### src/rtl/lrupr_pkg.sv
// Shared types and field widths for the LRU page cache.
`timescale 1ns / 1ps

package lrupr_pkg;

  // Fixed port field widths
  localparam int PAGE_W = 16;
  localparam int SLOT_W = 4;

  // Lookup result handed from the engine to the output stage
  typedef struct packed {
    logic              hit;
    logic [SLOT_W-1:0] slot;
    logic              evict_valid;
    logic [PAGE_W-1:0] evict_page;
  } lrupr_res_t;

endpackage

### src/rtl/lrupr_mem.sv
// Simple dual-port slot memory: one write and one registered read per cycle.
`timescale 1ns / 1ps

module lrupr_mem #(
  parameter int DEPTH = 16,
  parameter int AW    = 4,
  parameter int DW    = 20
) (
  input  logic          clk,
  input  logic          rd_en,
  input  logic [AW-1:0] rd_addr,
  output logic [DW-1:0] rd_data,
  input  logic          wr_en,
  input  logic [AW-1:0] wr_addr,
  input  logic [DW-1:0] wr_data
);

  logic [DW-1:0] mem_r [DEPTH];
  logic [DW-1:0] rd_data_r;

  // Write port
  always_ff @(posedge clk) begin
    if (wr_en) begin
      mem_r[wr_addr] <= wr_data;
    end
  end

  // Registered read port
  always_ff @(posedge clk) begin
    if (rd_en) begin
      rd_data_r <= mem_r[rd_addr];
    end
  end

  assign rd_data = rd_data_r;

endmodule

### src/rtl/lrupr_engine.sv
// Lookup sequencer: scan pass for hit / empty / victim, then a rank update pass.
`timescale 1ns / 1ps

module lrupr_engine #(
  parameter int MAX_ENTRIES = 16,
  parameter int PAGE_BITS   = 16,
  parameter int NW          = $clog2(MAX_ENTRIES + 1)
) (
  input  logic                      clk,
  input  logic                      rst_n,
  input  logic [NW-1:0]             n_act,
  input  logic                      start,
  input  logic [lrupr_pkg::PAGE_W-1:0] req_page,
  output logic                      busy,
  output logic                      res_valid,
  output lrupr_pkg::lrupr_res_t     res,
  input  logic                      res_ack
);

  localparam int IW = (MAX_ENTRIES > 1) ? $clog2(MAX_ENTRIES) : 1;
  localparam int RW = IW;
  localparam int DW = PAGE_BITS + RW;
  localparam logic [RW-1:0] RANK_MAX = RW'(MAX_ENTRIES - 1);

  typedef enum logic [2:0] {
    IDLE,
    SCAN,
    DECIDE,
    UPDATE,
    DONE
  } state_t;

  state_t               state_r, state_nxt;
  logic [NW-1:0]        rd_idx_r, rd_idx_nxt;
  logic                 pipe_vld_r, pipe_vld_nxt;
  logic [IW-1:0]        pipe_idx_r, pipe_idx_nxt;
  logic [PAGE_BITS-1:0] req_r, req_nxt;
  logic                 hit_fnd_r, hit_fnd_nxt;
  logic [IW-1:0]        hit_idx_r, hit_idx_nxt;
  logic [RW-1:0]        hit_rank_r, hit_rank_nxt;
  logic                 emp_fnd_r, emp_fnd_nxt;
  logic [IW-1:0]        emp_idx_r, emp_idx_nxt;
  logic [RW-1:0]        best_rank_r, best_rank_nxt;
  logic [IW-1:0]        best_idx_r, best_idx_nxt;
  logic [PAGE_BITS-1:0] best_page_r, best_page_nxt;
  logic [IW-1:0]        sel_idx_r, sel_idx_nxt;
  logic                 was_valid_r, was_valid_nxt;
  logic [RW-1:0]        old_rank_r, old_rank_nxt;
  logic                 evict_r, evict_nxt;
  logic [PAGE_BITS-1:0] evict_page_r, evict_page_nxt;
  logic [MAX_ENTRIES-1:0] valid_r, valid_nxt;

  logic                 rd_en;
  logic [DW-1:0]        rd_data;
  logic [PAGE_BITS-1:0] rd_page;
  logic [RW-1:0]        rd_rank;
  logic                 rd_slot_vld;
  logic                 wr_en;
  logic [DW-1:0]        wr_data;

  // Slot storage: page number over recency rank
  lrupr_mem #(
    .DEPTH (MAX_ENTRIES),
    .AW    (IW),
    .DW    (DW)
  ) u_mem (
    .clk     (clk),
    .rd_en   (rd_en),
    .rd_addr (rd_idx_r[IW-1:0]),
    .rd_data (rd_data),
    .wr_en   (wr_en),
    .wr_addr (pipe_idx_r),
    .wr_data (wr_data)
  );

  assign rd_page     = rd_data[DW-1:RW];
  assign rd_rank     = rd_data[RW-1:0];
  assign rd_slot_vld = valid_r[pipe_idx_r];

  // One read per cycle while walking the active slots
  assign rd_en = ((state_r == SCAN) || (state_r == UPDATE)) && (rd_idx_r < n_act);

  // Rank update write-back, one slot per cycle behind the read
  always_comb begin
    wr_en   = 1'b0;
    wr_data = {rd_page, rd_rank};
    if ((state_r == UPDATE) && pipe_vld_r) begin
      if (pipe_idx_r == sel_idx_r) begin
        wr_en   = 1'b1;
        wr_data = {req_r, RW'(0)};
      end else if (rd_slot_vld && (!was_valid_r || (rd_rank < old_rank_r)) &&
                   (rd_rank != RANK_MAX)) begin
        wr_en   = 1'b1;
        wr_data = {rd_page, rd_rank + RW'(1)};
      end
    end
  end

  // Sequencer
  always_comb begin
    state_nxt      = state_r;
    rd_idx_nxt     = rd_idx_r;
    pipe_vld_nxt   = rd_en;
    pipe_idx_nxt   = rd_idx_r[IW-1:0];
    req_nxt        = req_r;
    hit_fnd_nxt    = hit_fnd_r;
    hit_idx_nxt    = hit_idx_r;
    hit_rank_nxt   = hit_rank_r;
    emp_fnd_nxt    = emp_fnd_r;
    emp_idx_nxt    = emp_idx_r;
    best_rank_nxt  = best_rank_r;
    best_idx_nxt   = best_idx_r;
    best_page_nxt  = best_page_r;
    sel_idx_nxt    = sel_idx_r;
    was_valid_nxt  = was_valid_r;
    old_rank_nxt   = old_rank_r;
    evict_nxt      = evict_r;
    evict_page_nxt = evict_page_r;
    valid_nxt      = valid_r;

    if (rd_en) begin
      rd_idx_nxt = rd_idx_r + NW'(1);
    end

    unique case (state_r)
      IDLE: begin
        if (start) begin
          req_nxt     = PAGE_BITS'(req_page);
          rd_idx_nxt  = '0;
          hit_fnd_nxt = 1'b0;
          emp_fnd_nxt = 1'b0;
          state_nxt   = SCAN;
        end
      end

      SCAN: begin
        if (pipe_vld_r) begin
          // first valid match wins
          if (rd_slot_vld && (rd_page == req_r) && !hit_fnd_r) begin
            hit_fnd_nxt  = 1'b1;
            hit_idx_nxt  = pipe_idx_r;
            hit_rank_nxt = rd_rank;
          end
          // lowest empty slot
          if (!rd_slot_vld && !emp_fnd_r) begin
            emp_fnd_nxt = 1'b1;
            emp_idx_nxt = pipe_idx_r;
          end
          // oldest rank, lowest index among equals
          if ((pipe_idx_r == '0) || (rd_rank > best_rank_r)) begin
            best_rank_nxt = rd_rank;
            best_idx_nxt  = pipe_idx_r;
            best_page_nxt = rd_page;
          end
        end
        if ((rd_idx_r == n_act) && !pipe_vld_r) begin
          state_nxt = DECIDE;
        end
      end

      DECIDE: begin
        rd_idx_nxt = '0;
        if (hit_fnd_r) begin
          sel_idx_nxt    = hit_idx_r;
          was_valid_nxt  = 1'b1;
          old_rank_nxt   = hit_rank_r;
          evict_nxt      = 1'b0;
          evict_page_nxt = '0;
        end else if (emp_fnd_r) begin
          sel_idx_nxt    = emp_idx_r;
          was_valid_nxt  = 1'b0;
          old_rank_nxt   = '0;
          evict_nxt      = 1'b0;
          evict_page_nxt = '0;
        end else begin
          sel_idx_nxt    = best_idx_r;
          was_valid_nxt  = 1'b1;
          old_rank_nxt   = best_rank_r;
          evict_nxt      = 1'b1;
          evict_page_nxt = best_page_r;
        end
        state_nxt = UPDATE;
      end

      UPDATE: begin
        if ((rd_idx_r == n_act) && !pipe_vld_r) begin
          valid_nxt[sel_idx_r] = 1'b1;
          state_nxt            = DONE;
        end
      end

      DONE: begin
        if (res_ack) begin
          state_nxt = IDLE;
        end
      end

      default: begin
        state_nxt = IDLE;
      end
    endcase
  end

  // State and registered outputs
  always_ff @(posedge clk) begin
    if (!rst_n) begin
      state_r    <= IDLE;
      rd_idx_r   <= '0;
      pipe_vld_r <= 1'b0;
      hit_fnd_r  <= 1'b0;
      emp_fnd_r  <= 1'b0;
      evict_r    <= 1'b0;
      valid_r    <= '0;
    end else begin
      state_r    <= state_nxt;
      rd_idx_r   <= rd_idx_nxt;
      pipe_vld_r <= pipe_vld_nxt;
      hit_fnd_r  <= hit_fnd_nxt;
      emp_fnd_r  <= emp_fnd_nxt;
      evict_r    <= evict_nxt;
      valid_r    <= valid_nxt;
    end
    pipe_idx_r   <= pipe_idx_nxt;
    req_r        <= req_nxt;
    hit_idx_r    <= hit_idx_nxt;
    hit_rank_r   <= hit_rank_nxt;
    emp_idx_r    <= emp_idx_nxt;
    best_rank_r  <= best_rank_nxt;
    best_idx_r   <= best_idx_nxt;
    best_page_r  <= best_page_nxt;
    sel_idx_r    <= sel_idx_nxt;
    was_valid_r  <= was_valid_nxt;
    old_rank_r   <= old_rank_nxt;
    evict_page_r <= evict_page_nxt;
  end

  // Result toward the output stage
  assign busy            = (state_r != IDLE);
  assign res_valid       = (state_r == DONE);
  assign res.hit         = hit_fnd_r;
  assign res.slot        = lrupr_pkg::SLOT_W'(sel_idx_r);
  assign res.evict_valid = evict_r;
  assign res.evict_page  = lrupr_pkg::PAGE_W'(evict_page_r);

  // Checks
  a_scan_no_write: assert property (@(posedge clk) disable iff (!rst_n)
    (state_r == SCAN) |-> !wr_en)
    else $error("slot memory written during scan");

  a_pipe_in_range: assert property (@(posedge clk) disable iff (!rst_n)
    pipe_vld_r |-> (NW'(pipe_idx_r) < n_act))
    else $error("slot index beyond active entries");

  a_valid_grows: assert property (@(posedge clk) disable iff (!rst_n)
    1'b1 |=> ($countones(valid_r) >= $past($countones(valid_r))))
    else $error("valid bit dropped");

  a_evict_on_miss: assert property (@(posedge clk) disable iff (!rst_n)
    (res_valid && res.evict_valid) |-> !res.hit)
    else $error("eviction reported on a hit");

  a_slot_filled: assert property (@(posedge clk) disable iff (!rst_n)
    (res_valid && res_ack) |=> valid_r[sel_idx_r])
    else $error("chosen slot not marked valid");

endmodule

### src/rtl/lru_page_replacement.sv
// Top level of the LRU page cache: config register, counters and output stage.
//
// Usage: a request carries one page number on in_page_number with in_valid;
// it is taken at a clock edge where in_valid is high and in_stall is low.
// Each request yields exactly one result on the out_ channel (hit, slot,
// evicted page, saturating miss and request counts), taken where out_valid
// is high and out_stall is low. One request is in flight at a time:
// in_stall stays high from acceptance until the result is loaded into the
// output register. The scan pass reads the slots in use one per cycle from
// the slot memory for hit, empty slot and oldest rank; a decide step
// follows; the update pass rewrites the ranks one slot per cycle through
// the memory's write port; a done state hands the result over. The next
// request is taken only once the engine is back in idle. The output
// register lets the next request start while a result waits; if out_stall
// holds, the engine waits after its update pass. cfg_wr_en/cfg_wr_data set
// the number of slots in use (0 acts as 1, values above the depth act as
// the depth); write it only while idle. Synchronous reset clears all valid
// bits and both counters and sets the slot count to 16; ranks of empty
// slots are never used.
`timescale 1ns / 1ps

module lru_page_replacement #(
  parameter int MAX_ENTRIES = 16,
  parameter int PAGE_BITS   = 16
) (
  input  logic        clk,
  input  logic        rst_n,
  // configuration
  input  logic        cfg_wr_en,
  input  logic [4:0]  cfg_wr_data,
  // request channel
  input  logic        in_valid,
  output logic        in_stall,
  input  logic [15:0] in_page_number,
  // result channel
  output logic        out_valid,
  input  logic        out_stall,
  output logic        out_hit,
  output logic [3:0]  out_slot,
  output logic        out_evicted_valid,
  output logic [15:0] out_evicted_page,
  output logic [31:0] out_miss_count,
  output logic [31:0] out_request_count
);

  localparam int NW     = $clog2(MAX_ENTRIES + 1);
  localparam int CFG_W  = 5;
  localparam int CNT_W  = 32;
  localparam logic [CFG_W-1:0] ENTRIES_RST = CFG_W'(16);

  logic [CFG_W-1:0]  cfg_r;
  logic [NW-1:0]     n_act;
  logic              busy;
  logic              start;
  logic              res_valid;
  logic              res_ack;
  lrupr_pkg::lrupr_res_t res;

  logic              out_valid_r, out_valid_nxt;
  lrupr_pkg::lrupr_res_t out_res_r, out_res_nxt;
  logic [CNT_W-1:0]  miss_cnt_r, miss_cnt_nxt;
  logic [CNT_W-1:0]  req_cnt_r, req_cnt_nxt;

  // Slot count register
  always_ff @(posedge clk) begin
    if (!rst_n) begin
      cfg_r <= ENTRIES_RST;
    end else if (cfg_wr_en) begin
      cfg_r <= cfg_wr_data;
    end
  end

  // Clamp slot count into 1..MAX_ENTRIES
  always_comb begin
    if (cfg_r == '0) begin
      n_act = NW'(1);
    end else if (int'(cfg_r) > MAX_ENTRIES) begin
      n_act = NW'(MAX_ENTRIES);
    end else begin
      n_act = NW'(cfg_r);
    end
  end

  assign start    = in_valid && !busy;
  assign in_stall = busy;
  assign res_ack  = !out_valid_r || !out_stall;

  lrupr_engine #(
    .MAX_ENTRIES (MAX_ENTRIES),
    .PAGE_BITS   (PAGE_BITS),
    .NW          (NW)
  ) u_engine (
    .clk       (clk),
    .rst_n     (rst_n),
    .n_act     (n_act),
    .start     (start),
    .req_page  (in_page_number),
    .busy      (busy),
    .res_valid (res_valid),
    .res       (res),
    .res_ack   (res_ack)
  );

  // Output register and saturating counters
  always_comb begin
    out_valid_nxt = out_valid_r;
    out_res_nxt   = out_res_r;
    miss_cnt_nxt  = miss_cnt_r;
    req_cnt_nxt   = req_cnt_r;
    if (res_valid && res_ack) begin
      out_valid_nxt = 1'b1;
      out_res_nxt   = res;
      if (!res.hit && (miss_cnt_r != '1)) begin
        miss_cnt_nxt = miss_cnt_r + CNT_W'(1);
      end
      if (req_cnt_r != '1) begin
        req_cnt_nxt = req_cnt_r + CNT_W'(1);
      end
    end else if (out_valid_r && !out_stall) begin
      out_valid_nxt = 1'b0;
    end
  end

  always_ff @(posedge clk) begin
    if (!rst_n) begin
      out_valid_r <= 1'b0;
      miss_cnt_r  <= '0;
      req_cnt_r   <= '0;
    end else begin
      out_valid_r <= out_valid_nxt;
      miss_cnt_r  <= miss_cnt_nxt;
      req_cnt_r   <= req_cnt_nxt;
    end
    out_res_r <= out_res_nxt;
  end

  assign out_valid         = out_valid_r;
  assign out_hit           = out_res_r.hit;
  assign out_slot          = out_res_r.slot;
  assign out_evicted_valid = out_res_r.evict_valid;
  assign out_evicted_page  = out_res_r.evict_page;
  assign out_miss_count    = miss_cnt_r;
  assign out_request_count = req_cnt_r;

endmodule
### config.mk
export PLATFORM = sky130hd
export DESIGN_NAME = lru_page_replacement
export DESIGN_NICKNAME = d
export VERILOG_FILES = /design/src/rtl/lrupr_pkg.sv /design/src/rtl/lrupr_mem.sv /design/src/rtl/lrupr_engine.sv /design/src/rtl/lru_page_replacement.sv
export SDC_FILE = /design/constraint.sdc
export NUM_CORES = 1
export LEC_CHECK = 0
export ABC_CLOCK_PERIOD_IN_PS = 8400
export BUFFER_PORTS_ARGS = -buffer_cell sky130_fd_sc_hd__buf_2
export CAP_MARGIN = 20
export CORE_MARGIN = 10
export CORE_UTILIZATION = 55
export DETAILED_ROUTE_END_ITERATION = 16
export GPL_TIMING_DRIVEN = 0
export PLACE_DENSITY = 0.79
export SYNTH_ARGS = -nofsm -noshare
export SYNTH_HDL_FRONTEND = slang
export SYNTH_HIERARCHICAL = 1
export SYNTH_SLANG_ARGS = --single-unit
export TNS_END_PERCENT = 1
### constraint.sdc
create_clock -name clk -period 8.4 [get_ports clk]
set_clock_uncertainty 0.05 [all_clocks]
set_input_delay 1.26 -clock clk [delete_from_list [all_inputs] [get_ports clk]]
set_output_delay 1.26 -clock clk [all_outputs]
set_load 0.05 [all_outputs]
After elaboration in Yosys (flattened, before gate mapping)
Memory sizes are Yosys's and may differ from the RTL's. A register that Yosys moved wholly into a read port is not among the register bits.
Index checks and enable logic that the tools add are counted.
{"block": "totals", "ff_bits": 201, "ram_bits": 320, "inputBits": 26, "output_inout_bits": 88, "word_cells": 136, "mem_count": 1}
{"block": "classes", "n_addsub": 4, "order_cmp": 7, "n_eq_ne": 17, "muxes": 37, "bitwise_logic": 1, "reduce_logical": 42}
{"name": "u_engine.u_mem.mem_r", "depth": 16, "word_bits": 20, "read_ports": 1, "rd_clocked_by_memory_dff": 1, "write_ports": 1, "line_no": "lrupr_mem.sv:18", "text": "logic [DW-1:0] mem_r [DEPTH];"}
{"op": "adder 32 x 1 -> 32 bit, second input constant", "n": 2}
{"op": "inequality test 32 bit, second input constant", "n": 2}
{"op": "two-way mux 20 bit", "n": 2}
{"op": "two-way mux 4 bit", "n": 5}
{"op": "two-way mux 5 bit", "n": 4}
{"op": "== test 16 bit", "n": 1}
{"op": "two-way mux 1 bit", "n": 16}
{"op": "OR 16 bit", "n": 1}
{"op": "case mux 3 bit (5 select lines)", "n": 1}
{"op": "logical AND 1 bit", "n": 13}
{"op": "two-way mux 3 bit", "n": 4}
{"op": "AND reduction 4 bit", "n": 3}
{"op": "less-than comparator 4 x 5 -> 1 bit, second input constant", "n": 2}
{"op": "inequality test 2 bit, second input constant", "n": 5}
{"op": "case mux 5 bit (2 select lines)", "n": 1}
{"op": "AND reduction 3 bit", "n": 3}
{"op": "logical NOT 1 bit", "n": 8}
{"op": "AND reduction 2 bit", "n": 4}
{"op": "== test 3 x 2 -> 1 bit, second input constant", "n": 2}
{"op": "adder 5 x 1 -> 5 bit, second input constant", "n": 1}
{"op": "== test 5 bit", "n": 1}
{"op": "greater-than comparator 5 bit, second input constant", "n": 1}
{"op": "logical NOT 5 bit", "n": 1}
{"op": "less-than comparator 5 bit", "n": 1}
{"op": "18 further kinds", "n": 24}

Longest topological paths before layout
Gate-level depths: netlist of the first run.
{"block": "logic_depth", "ltp_word": 9, "mapped_depth": 11, "ltp_nobuf": 10}

By module
Netlist of the first run, hierarchy kept.
{"module": "lrupr_mem", "n_inst": 1, "cells_per_inst": 533, "area_per_inst_um2": 12731.0, "seq_area_each_um2": 10209.8}
{"module": "lrupr_engine", "n_inst": 1, "cells_per_inst": 378, "area_per_inst_um2": 4868.4, "seq_area_each_um2": 2952.8}
{"module": "lru_page_replacement", "n_inst": 1, "cells_per_inst": 413, "area_per_inst_um2": 4284.1, "seq_area_each_um2": 2062.0}

Worst setup path after synthesis of the first run
OpenSTA, ideal clock, no wires.
{"block": "synth_path", "path_type": "register -> register", "from": "register u_engine.u_mem.rd_data_r[1], in the netlist u_engine/u_mem/rd_data[1], read port of u_engine.u_mem.mem_r", "to": "memory u_engine.u_mem.mem_r[0][0] (enable)", "setup_ps": 422, "t_arrival_ps": 3620, "t_required_ps": 7928, "slack_ps": 4308, "path_stages_with_launch": 9, "n_path_buf": 0, "period_less_slack_ps": 4092, "cell_sequence": "edfxtp_1 > ha_1 > a21o_1 > a211oi_1 > o21a_4 > nand2_1 > a21oi_1 > or3b_2 > nor3_1"}
{"block": "synth_between", "elab_chain_cells": 9, "word_cells_on_any_way": 10, "cone_classes": "order compare (1); eq/ne (1); mux (5); reduce/logical (3)"}
{"element": "from (decl)", "line_no": "lrupr_mem.sv:19", "text": "logic [DW-1:0] rd_data_r;"}
{"element": "less-than comparator 4 bit", "line_no": "lrupr_engine.sv:91", "text": "end else if (rd_slot_vld && (!was_valid_r || (rd_rank < old_rank_r)) &&"}
{"element": "logical OR 1 bit", "line_no": "lrupr_engine.sv:91"}
{"element": "logical AND 1 bit", "line_no": "lrupr_engine.sv:91"}
{"element": "logical AND 1 bit *", "line_no": "lrupr_engine.sv:91"}
{"element": "two-way mux 1 bit *", "line_no": "lrupr_engine.sv:91"}
{"element": "two-way mux 1 bit *", "line_no": "lrupr_engine.sv:88", "text": "if (pipe_idx_r == sel_idx_r) begin"}
{"element": "two-way mux 1 bit *", "line_no": "lrupr_engine.sv:87", "text": "if ((state_r == UPDATE) && pipe_vld_r) begin"}
{"element": "net u_engine.wr_en", "line_no": "lrupr_engine.sv:58", "text": "logic wr_en;"}
{"element": "two-way mux 1 bit *", "line_no": "lrupr_mem.sv:23", "text": "if (wr_en) begin"}
{"element": "two-way mux 1 bit (not written as such) *", "line_no": "lrupr_mem.sv:24", "text": "mem_r[wr_addr] <= wr_data;"}
{"element": "to (decl)", "line_no": "lrupr_mem.sv:18"}
The timed path passes the listed nets; every way through them passes the cells marked *.

Final worst setup path of the first run
{"block": "layout_path", "from": "register u_engine.pipe_idx_r[0]", "to": "memory u_engine.u_mem.mem_r[0][17] (enable)"}
{"block": "layout_between", "elab_chain_cells": 9, "word_cells_on_any_way": 10, "cone_classes": "eq/ne (1); mux (7); reduce/logical (2)"}
{"element": "from (decl)", "line_no": "lrupr_engine.sv:36", "text": "logic [IW-1:0] pipe_idx_r, pipe_idx_nxt;"}
{"element": "from (signal assigned)", "line_no": "lrupr_engine.sv:223", "text": "pipe_idx_r <= pipe_idx_nxt;"}
{"element": "binary-select mux 1 bit (select 4 bit)", "line_no": "lrupr_engine.sv:78", "text": "assign rd_slot_vld = valid_r[pipe_idx_r];"}
{"element": "two-way mux 1 bit (not written as such)", "line_no": "lrupr_engine.sv:78"}
{"element": "logical AND 1 bit (2 in a row)", "line_no": "lrupr_engine.sv:91"}
{"element": "two-way mux 1 bit", "line_no": "lrupr_engine.sv:91"}
{"element": "two-way mux 1 bit *", "line_no": "lrupr_engine.sv:88"}
{"element": "two-way mux 1 bit *", "line_no": "lrupr_engine.sv:87"}
{"element": "net u_engine.wr_en", "line_no": "lrupr_engine.sv:58"}
{"element": "two-way mux 1 bit *", "line_no": "lrupr_mem.sv:23"}
{"element": "two-way mux 1 bit (not written as such) *", "line_no": "lrupr_mem.sv:24"}
The timed path passes the listed nets; every way through them passes the cells marked *. The select of a mux whose other input is x is not followed.

==> impl_metrics.yaml, run 1 <==
synthesis:
  synth_cell_types: 71
  synthFlopType: "edfxtp_1"
  synth_compound_area_share_pct: 4.00
  async_flop_share_pct: 0
  syn_inst: 1324
  synth_edf_count: 439
  synth-simple-area-share_pct: 10.3
  synth_top_area_cell: "edfxtp_1"
  avgSynthCellArea_um2: 16.5
  synthAdderAreaFrac_pct: 0.915
  ys_seq_area_share_pct: 69.6
  synthTopCellsByArea: "edfxtp_1 (60%), dfxtp_1 (9.3%), mux4_2 (6.6%)"
  yosys_warnings: 6
  ys_ff_latch: 541
  synth_top_area_share_pct: 60.2
  syn_area_um2: 21900
  syn-num-nets: 1366
  synth_xor_xnor_area_share_pct: 2.92
  synth_top_family_by_area: "multiplexers"
  synth.area.mux_share_pct: 10.5
critical_path:
  worst-path-buf-inv: 3
  critPathLaunchType: "flip-flop"
  critPathArrivalTime_ps: 4540
  path_cells: "buf_6, mux4_1, mux2i_1, mux2i_2, o21a_4, nand2_1, a21oi_1, or3b_2, nor3_2, buf_6, buf_6"
  crit_top_cell: "buf_6"
  reg2regPathDepth: 11
  slowest_delay_ps: 700
  path_max_fanout: 11
  endpoint_kind: "flip-flop"
  cp.depth: 11
  crit_family: "simple AND/OR/NAND/NOR gates"
  crit_type: "reg -> reg"
  required_ps: 8670
  cp_slowest_cell: "dfxtp_1"
finish:
  regArea_um2: 15200
  antenna_cells: 0
  syn2layout_area_growth_pct: 15.2
  mostFrequentLayoutCell: "edfxtp_1"
  final_cell_count_no_fill: 2080
  utilization_pct: 63.7
  nets: 1556
  multi_input_area_um2: 6330
  fill_cells: 2640
  layout-drive-gt1-share_pct: 23.5
  final_cell_mix: "edfxtp_1 (439), buf_2 (119), dfxtp_1 (102)"
power_and_ir_drop:
  internal-power_mw: 4.33
  clkPwrFrac_pct: 41.4
  pwr-share-seq_pct: 53.9
  p_comb_share_pct: 4.7
  power.switching_mw: 1.16
  power.leakage_nw: 8.62
  vdd_drop_max_uv: 182
  power.density_nw_per_um2: 218
  power_switching_share_pct: 21.2
die:
  num_rows: 73
  die-height_um: 219
  initial_core_util_pct: 55.3
  chipWidth_um: 219
  dieArea_um2: 48200
  coreArea_um2: 39500
  ios: 114
cts:
  clock_path_buffers: 3
  path_clk_slew_ps: 60
  cts_root_buffer: "clkbuf_16"
  hold_buffers: 0
  worstSkewPairLatency_ps: 610
  cts_buffers: 52
  cts_sinks: 541
  htreeDepth: 2
  cts_setup_buffers: 0
  cts_tree: "done"
  cts-resized-gates: 0
placed_design:
  hpwl_mm: 32.4
  io_buffers: 112
  gp_congestion: 0.850
  dp_cells: 1985
run:
  maxCapViolCount: 0
route:
  antenna_left: 0
  wl_per_cell_um: 23.5
  drt_iter0_drc: 1164
  drc: 0
  via_count: 12500
  wl_mm: 48.8
  vias_per_cell: 5.99
  dr.pass1.iters: 7
sta:
  finalHoldViolCount: 0
  worst_pin_slew_ps: 983
  fmax_mhz: 234
  maxSlewViolCount: 0
  relSlewSlack_pct: 34.1
  fin_setup_tns_ps: 0
  setup_viol: 0
  rsz0062_at_grt: "false"
  period_minus_slack_ps: 4270
  finalCritPeriodShare_pct: 50.9
  holdWs_ps: 367
global_route:
  grt_pass1_wl_mm: 75.8
  grt_max_degree: 32
  antenna_found_initial: 0
  grt_pass1_vias: 12600
  grt_overflow_total: 0
  track_usage_pct: 20.5
min_path:
  hold_depth: 0
  hold_path_class: "reg -> reg"
status:
  status: "completed"
-- cell usage after synthesis (5+ instances only) --
cell type / number
a31oi_1: 7
and3_1: 18
ha_1: 16
mux4_1: 20
buf_6: 8
xnor2_1: 59
edfxtp_1: 439
nand2b_1: 9
a21boi_0: 5
clkbuf_1: 33
nor3_1: 19
dfxtp_1: 102
a21oi_1: 14
or3_1: 9
o21a_1: 13
nand3_1: 33
nor2_1: 38
nand2_1: 61
xor2_1: 14
nand4_1: 34
nor3b_1: 7
o21ai_0: 24
nor2b_1: 33
and2_1: 76
mux4_2: 64
inv_1: 19
mux2_2: 16
a22oi_1: 40
mux2i_1: 13
buf_4: 9
buf_2: 7
-- worst reg2reg max path, delay by kind of cell, from the launching register on --
| kind | cells | cell delay [ps] |
|---|---|---|
| AO/OA/AOI/OAI | 2 | 690 |
| buffers and inverters | 3 | 640 |
| flip-flops | 1 | 700 |
| multiplexers | 3 | 620 |
| AND/OR/NAND/NOR | 3 | 1300 |
-- logic make-up after synthesis --
kind of cell / after synthesis
flops: 541
fa+ha+maj: 16
buf+inv: 78
mux: 114
compound gates: 125
xor+xnor: 73
simple gates: 377
-- path summary, 6_finish.rpt --
path,startpoint,end,slack (ps)
worst min register to register,u_engine/evict_page_r[15]$_SDFFCE_PN0P_,out_evicted_page[15]$_DFFE_PP_,370
worst max register to register,u_engine/pipe_idx_r[0]$_DFF_P_,u_engine/u_mem/mem_r[0][17]$_DFFE_PP_,4130
worst max-delay path,u_engine/pipe_idx_r[0]$_DFF_P_,u_engine/u_mem/mem_r[0][17]$_DFFE_PP_,4130
worst min-delay path,u_engine/evict_page_r[15]$_SDFFCE_PN0P_,out_evicted_page[15]$_DFFE_PP_,370
-- registers in the layout, indices dropped and copies added, names as in the netlist, 3 cells and up --
name                    flops
u_engine/u_mem/mem_r      320
out_miss_count             32
out_request_count          32
u_engine/u_mem/rd_data     20
out_evicted_page           16
u_engine/best_page_r       16
u_engine/evict_page_r      16
u_engine/req_r             16
u_engine/valid_r           16
cfg_r                       5
u_engine/rd_idx_r           5
out_slot                    4
u_engine/best_idx_r         4
u_engine/best_rank_r        4
u_engine/emp_idx_r          4
u_engine/hit_idx_r          4
u_engine/hit_rank_r         4
u_engine/old_rank_r         4
u_engine/pipe_idx_r         4
u_engine/sel_idx_r          4
u_engine/state_r            3
-- final cells by class --
cell class	instances	area share, %
plain buffers	58	1.28
clock buffers	63	5.41
clock inverters	32	1.17
inverters	20	0.298
multi-input cells	705	25.1
flip-flops and latches	541	60.4
well taps	525	2.61
repair buffers	136	3.72
-- power groups by stage --
| stage | logic [mW] | registers [mW] | clock network, mW |
|---|---|---|---|
| finish | 0.257 | 2.96 | 2.27 |
| global route | 0.277 | 2.96 | 2.42 |
| CTS | 0.257 | 2.96 | 2.31 |
| detailed placement | 0.253 | 3.02 | 0 |
| global placement | 0.239 | 3.02 | 0 |
| floorplan | 0.178 | 3.01 | 0 |
-- per-layer routing --
metal | global-route usage, % | wire length, um | vias up
met5 | 0 | 0 | -
met1 | 27.2 | 19100 | 6248
met3 | 3.47 | 4080 | 99
li1 | - | - | 5537
met2 | 33.9 | 24300 | 573
met4 | 6.89 | 1350 | 0
-- metrics by stage --
stage	setup slack, ps	power, mW	area (um^2)
final	4130	5.49	25200
after global routing	3970	5.66	25200
after CTS	4220	5.53	25200
after detailed placement	4190	3.27	23500
after global placement	2670	3.26	23100
after floorplan	4310	3.18	21900
(Power assumes the default switching activity.)
==> inputs of run 2 (changes only) <==
ABC_CLOCK_PERIOD_IN_PS = 3450   (was 8400)
PLACE_DENSITY = 0.82   (was 0.79)
clock period = 3.45 ns   (was 8.4 ns; I/O delays follow)
==> impl_metrics.yaml, run 2 (synthesis gave the netlist of run 1 again) <==
status:
  status: "completed"
die:
  ios: 114
  dieArea_um2: 48200
  initial_core_util_pct: 55.3
  coreArea_um2: 39500
  num_rows: 73
  die-height_um: 219
  chipWidth_um: 219
cts:
  cts_tree: "done"
  cts_sinks: 541
  clock_path_buffers: 3
  cts_buffers: 52
  worstSkewPairLatency_ps: 610
  cts_root_buffer: "clkbuf_16"
  htreeDepth: 2
  hold_buffers: 0
  path_clk_slew_ps: 60
critical_path:
  required_ps: 3710
  critPathArrivalTime_ps: 3630
  slowest_delay_ps: 420
  path_cells: "buf_6, mux4_1, mux2i_1, mux2i_2, o21a_4, nand2_1, a21oi_4, nand3b_1, nor3_4, buf_6, buf_6"
  crit_type: "reg -> reg"
  path_max_fanout: 11
  critPathLaunchType: "flip-flop"
  cp_slowest_cell: "dfxtp_4"
  endpoint_kind: "flip-flop"
  crit_top_cell: "buf_6"
run:
  maxCapViolCount: 0
global_route:
  track_usage_pct: 21.4
  grt_max_degree: 32
  grt_pass1_wl_mm: 78.4
  grt_pass1_vias: 12800
  grt_overflow_total: 0
  antenna_found_initial: 0
placed_design:
  hpwl_mm: 33.4
  io_buffers: 112
  gp_congestion: 0.841
sta:
  relSlewSlack_pct: 35.8
  fmax_mhz: 297
  period_minus_slack_ps: 3370
  maxSlewViolCount: 0
  finalHoldViolCount: 0
  setup_viol: 0
  worst_pin_slew_ps: 957
  holdWs_ps: 44.9
  finalCritPeriodShare_pct: 97.7
min_path:
  hold_path_class: "in -> reg"
route:
  wl_mm: 51.5
  drt_iter0_drc: 1606
  vias_per_cell: 6.16
  dr.pass1.iters: 5
  antenna_left: 0
  drc: 0
  via_count: 12800
  wl_per_cell_um: 24.7
power_and_ir_drop:
  finalPower_mw: 13.2
  power.leakage_nw: 8.60
  vdd_drop_max_uv: 385
  power.density_nw_per_um2: 522
finish:
  mostFrequentLayoutCell: "edfxtp_1"
  largest_reg_flops: 320
  regMostFlops: "u_engine/u_mem/mem_r"
  antenna_cells: 0
  nets: 1561
  final_cell_mix: "edfxtp_1 (439), buf_2 (119), dfxtp_1 (100)"
  syn2layout_area_growth_pct: 15.4
  layout-drive-gt1-share_pct: 24.0
==> run 2: cell count changes in the layout (fill, tap and decap cells not counted), sizes merged <==
cell,delta
clkinvlp,+1
buf,+5
clkbuf,-1
clkinv,+4
inv,-1
bufinv,-3
==> run 2: critical path: cells and delay by family, from the launching register on <==
family / cells / cell delay, ps
compound gates: 2 / 490
buf+inv: 3 / 580
flops: 1 / 420
mux: 3 / 740
simple gates: 3 / 820
==> run 2: cell type report <==
| class | count | area [um^2] |
|---|---|---|
| clock buffer | 62 | 1360 |
| sequential | 541 | 15200 |
| tap | 525 | 657 |
| inverter | 20 | 75.1 |
| timing repair buffer | 141 | 997 |
| clock inverter | 33 | 216 |
| fill | 2606 | 14300 |
| buffer | 58 | 322 |
| multi-input combinational | 705 | 6410 |
==> run 2: path summary, 6_finish.rpt <==
kind                                           from                                     to  slack (ps)  depth (start not counted)
max                  u_engine/pipe_idx_r[0]$_DFF_P_  u_engine/u_mem/mem_r[4][17]$_DFFE_PP_          80                         11
min                               in_page_number[3]            u_engine/req_r[3]$_DFFE_PP_          40                          1
max reg2reg          u_engine/pipe_idx_r[0]$_DFF_P_  u_engine/u_mem/mem_r[4][17]$_DFFE_PP_          80                         11
min reg2reg  u_engine/evict_page_r[4]$_SDFFCE_PN0P_          out_evicted_page[4]$_DFFE_PP_         370                          0
==> run 2: per-layer routing <==
metal  share of wire (%)  vias to the layer above  GRT usage (%)  wire [um]
met5                   0                        -              0          0
li1                    -                     5545              -          -
met3                 9.3                      120           4.39       4810
met2                  49                      679           35.2      25400
met4                 3.3                        0           7.70       1680
met1                  38                     6492           27.7      19700
==> run 2: report_power, final <==
| part | internal (mW) | total, mW | switching [mW] |
|---|---|---|---|
| clock network | 2.89 | 5.32 | 2.43 |
| logic | 0.261 | 0.653 | 0.392 |
| registers | 7.15 | 7.21 | 0.0624 |
| total | 10.3 | 13.2 | 2.88 |
==> run 2: what timing repair did <==
action / CTS / global route
buffers inserted: 5 / 1
pin swaps: 6 / 1
endpoints found under the setup margin: 295 / 183
gates resized for setup: 11 / 6
endpoints found under the hold margin: 0 / 0
==> run 2: metrics by stage <==
stage                     setup TNS [ps]  setup WS [ps]  cell area, um^2  util [%]  std cells
final                                  0           78.9            25300      63.9       2085
after CTS                              0           10.5            25200      63.8       2084
after floorplan                   -18600           -308            21900         -       1324
after detailed placement          -78620           -561            23500      59.5       1984
after global routing                -531          -26.2            25300      63.9       2085
after global placement           -369320          -2050            23100      58.4       1961
==> inputs of run 3 (changes only) <==
ABC_CLOCK_PERIOD_IN_PS = 3100   (was 3450)
CTS_BUF_LIST = sky130_fd_sc_hd__clkbuf_16   (was unset)
clock period = 3.1 ns   (was 3.45 ns; I/O delays follow)
==> impl_metrics.yaml, run 3 (synthesis gave the netlist of run 1 again) <==
sta:
  period_minus_slack_ps: 3020
  relSlewSlack_pct: 43.1
  worst_pin_slew_ps: 854
  finalHoldViolCount: 0
  setup_viol: 0
  finalCritPeriodShare_pct: 97.3
  fmax_mhz: 331
  maxSlewViolCount: 0
  setup_ws_ps: 82.6
  holdWs_ps: 22.9
finish:
  final_cell_count_no_fill: 2115
  final_cell_mix: "edfxtp_1 (439), buf_2 (119), dfxtp_1 (98)"
  nets: 1588
  antenna_cells: 0
  layout-drive-gt1-share_pct: 25.2
  mostFrequentLayoutCell: "edfxtp_1"
  fill_cells: 2539
  syn2layout_area_growth_pct: 16.9
  multi_input_area_um2: 6460
  regArea_um2: 15200
  largest_reg_flops: 320
  regMostFlops: "u_engine/u_mem/mem_r"
power_and_ir_drop:
  clkPwrFrac_pct: 40.3
  power_switching_share_pct: 22.2
  power.leakage_nw: 8.79
  power.density_nw_per_um2: 574
  p_comb_share_pct: 5.1
  vdd_drop_max_uv: 452
  internal-power_mw: 11.4
  power.switching_mw: 3.26
  finalPower_mw: 14.7
  pwr-share-seq_pct: 54.6
critical_path:
  critPathLaunch: "u_engine/u_mem/rd_data[1]$_DFFE_PP_"
  reg2reg_from: "u_engine/u_mem/rd_data[1]$_DFFE_PP_"
  rrSetupSlack_ps: 80
  path_max_fanout: 5
  required_ps: 3360
  critPathArrivalTime_ps: 3280
  endpoint: "u_engine/u_mem/mem_r[0][17]$_DFFE_PP_"
  reg2reg_to: "u_engine/u_mem/mem_r[0][17]$_DFFE_PP_"
  path_cells: "ha_1, a21o_1, a211oi_2, o21a_4, nand2_1, a21oi_4, or3b_4, nor3_4, buf_4"
  slowest_delay_ps: 510
  cp.depth: 9
  endpoint_kind: "flip-flop"
  crit_type: "reg -> reg"
  reg2regPathDepth: 9
  worst-path-buf-inv: 1
  crit_family: "compound AO/OA/AOI/OAI gates"
  cp_slowest_cell: "or3b_4"
  critPathLaunchType: "flip-flop"
global_route:
  grt_pass1_wl_mm: 79.8
  grt_max_degree: 32
  track_usage_pct: 21.7
  antenna_found_initial: 1
  grt_pass1_vias: 12900
  grt_overflow_total: 0
die:
  dieArea_um2: 48200
  num_rows: 73
  initial_core_util_pct: 55.3
  chipWidth_um: 219
  die-height_um: 219
  ios: 114
  coreArea_um2: 39500
cts:
  cts_sinks: 541
  htreeDepth: 2
  cts_root_buffer: "clkbuf_16"
  worstSkewPairLatency_ps: 600
  path_clk_slew_ps: 60
  cts_buffers: 52
  clock_path_buffers: 3
  cts_tree: "done"
route:
  wl_mm: 52.2
  wl_per_cell_um: 24.7
  dr.pass1.iters: 5
  antenna_left: 0
  drc: 0
  vias_per_cell: 6.11
  via_count: 12900
  drt_iter0_drc: 1527
min_path:
  min_from: "in_page_number[0]"
  hold_path_class: "in -> reg"
placed_design:
  dp_cells: 1981
  io_buffers: 112
  gp_congestion: 0.855
  dp_worst_setup_slack_ps: -892
  hpwl_mm: 33.3
run:
  maxCapViolCount: 0
status:
  status: "completed"
==> run 3: metrics by stage <==
step	cell area, um^2	setup TNS [ps]	util, %
floorplan	21900	-10930	-
global placement	23100	-363980	58.5
detailed placement	23500	-125590	59.5
CTS	25500	0	64.5
global route	25600	-2.36	64.7
finish	25600	0	64.7
==> run 3: layer usage <==
| layer | global-route usage, % | up-vias | wire length [um] |
|---|---|---|---|
| met5 | 0 | - | 11 |
| met4 | 6.55 | 2 | 1300 |
| li1 | - | 5615 | - |
| met2 | 36.7 | 758 | 26100 |
| met1 | 28.4 | 6451 | 19500 |
| met3 | 3.69 | 105 | 5230 |
==> run 3: final cells by class <==
cell class / count / area share [%]
clock inverters: 46 / 1.13
clock buffers: 52 / 5.09
flip-flops and latches: 541 / 59.5
well taps: 525 / 2.57
plain buffers: 58 / 1.26
repair buffers: 167 / 4.88
multi-input cells: 706 / 25.2
inverters: 20 / 0.293
==> run 3: power groups by stage <==
stage	clock network, mW	registers (mW)	logic, mW
finish	5.91	8.01	0.748
global placement	0	8.17	0.653
floorplan	0	8.15	0.484
global route	6.26	8.02	0.794
detailed placement	0	8.18	0.698
CTS	5.98	8.02	0.725
==> run 3: worst min path at each step <==
| stage | depth (start not counted) | slack, ps | to |
|---|---|---|---|
| after floorplan | 0 | 340 | u_engine/pipe_idx_r[1]$_DFF_P_ |
| final | 1 | 20 | u_engine/req_r[0]$_DFFE_PP_ |
| after global placement | 0 | 350 | out_evicted_page[15]$_DFFE_PP_ |
| after global routing | 1 | 4 | u_engine/req_r[7]$_DFFE_PP_ |
| after CTS | 1 | 2 | u_engine/req_r[0]$_DFFE_PP_ |
| after detailed placement | 0 | 350 | out_evicted_page[14]$_DFFE_PP_ |
==> run 3: repair_timing <==
action,4_1_cts,5_1_grt
buffers inserted,22,6
hold buffers,7,0
pin swaps,14,4
cloned,1,0
endpoints found under the setup margin,320,276
hold endpoints to repair,7,0
gates resized for setup,20,3
==> run 3: worst register-to-register path, cell delays in order, from the launching register on <==
cell,delay (ps)
edfxtp_1,480
ha_1,320
a21o_1,160
a211oi_2,260
o21a_4,190
nand2_1,100
a21oi_4,250
or3b_4,510
nor3_4,230
buf_4,190
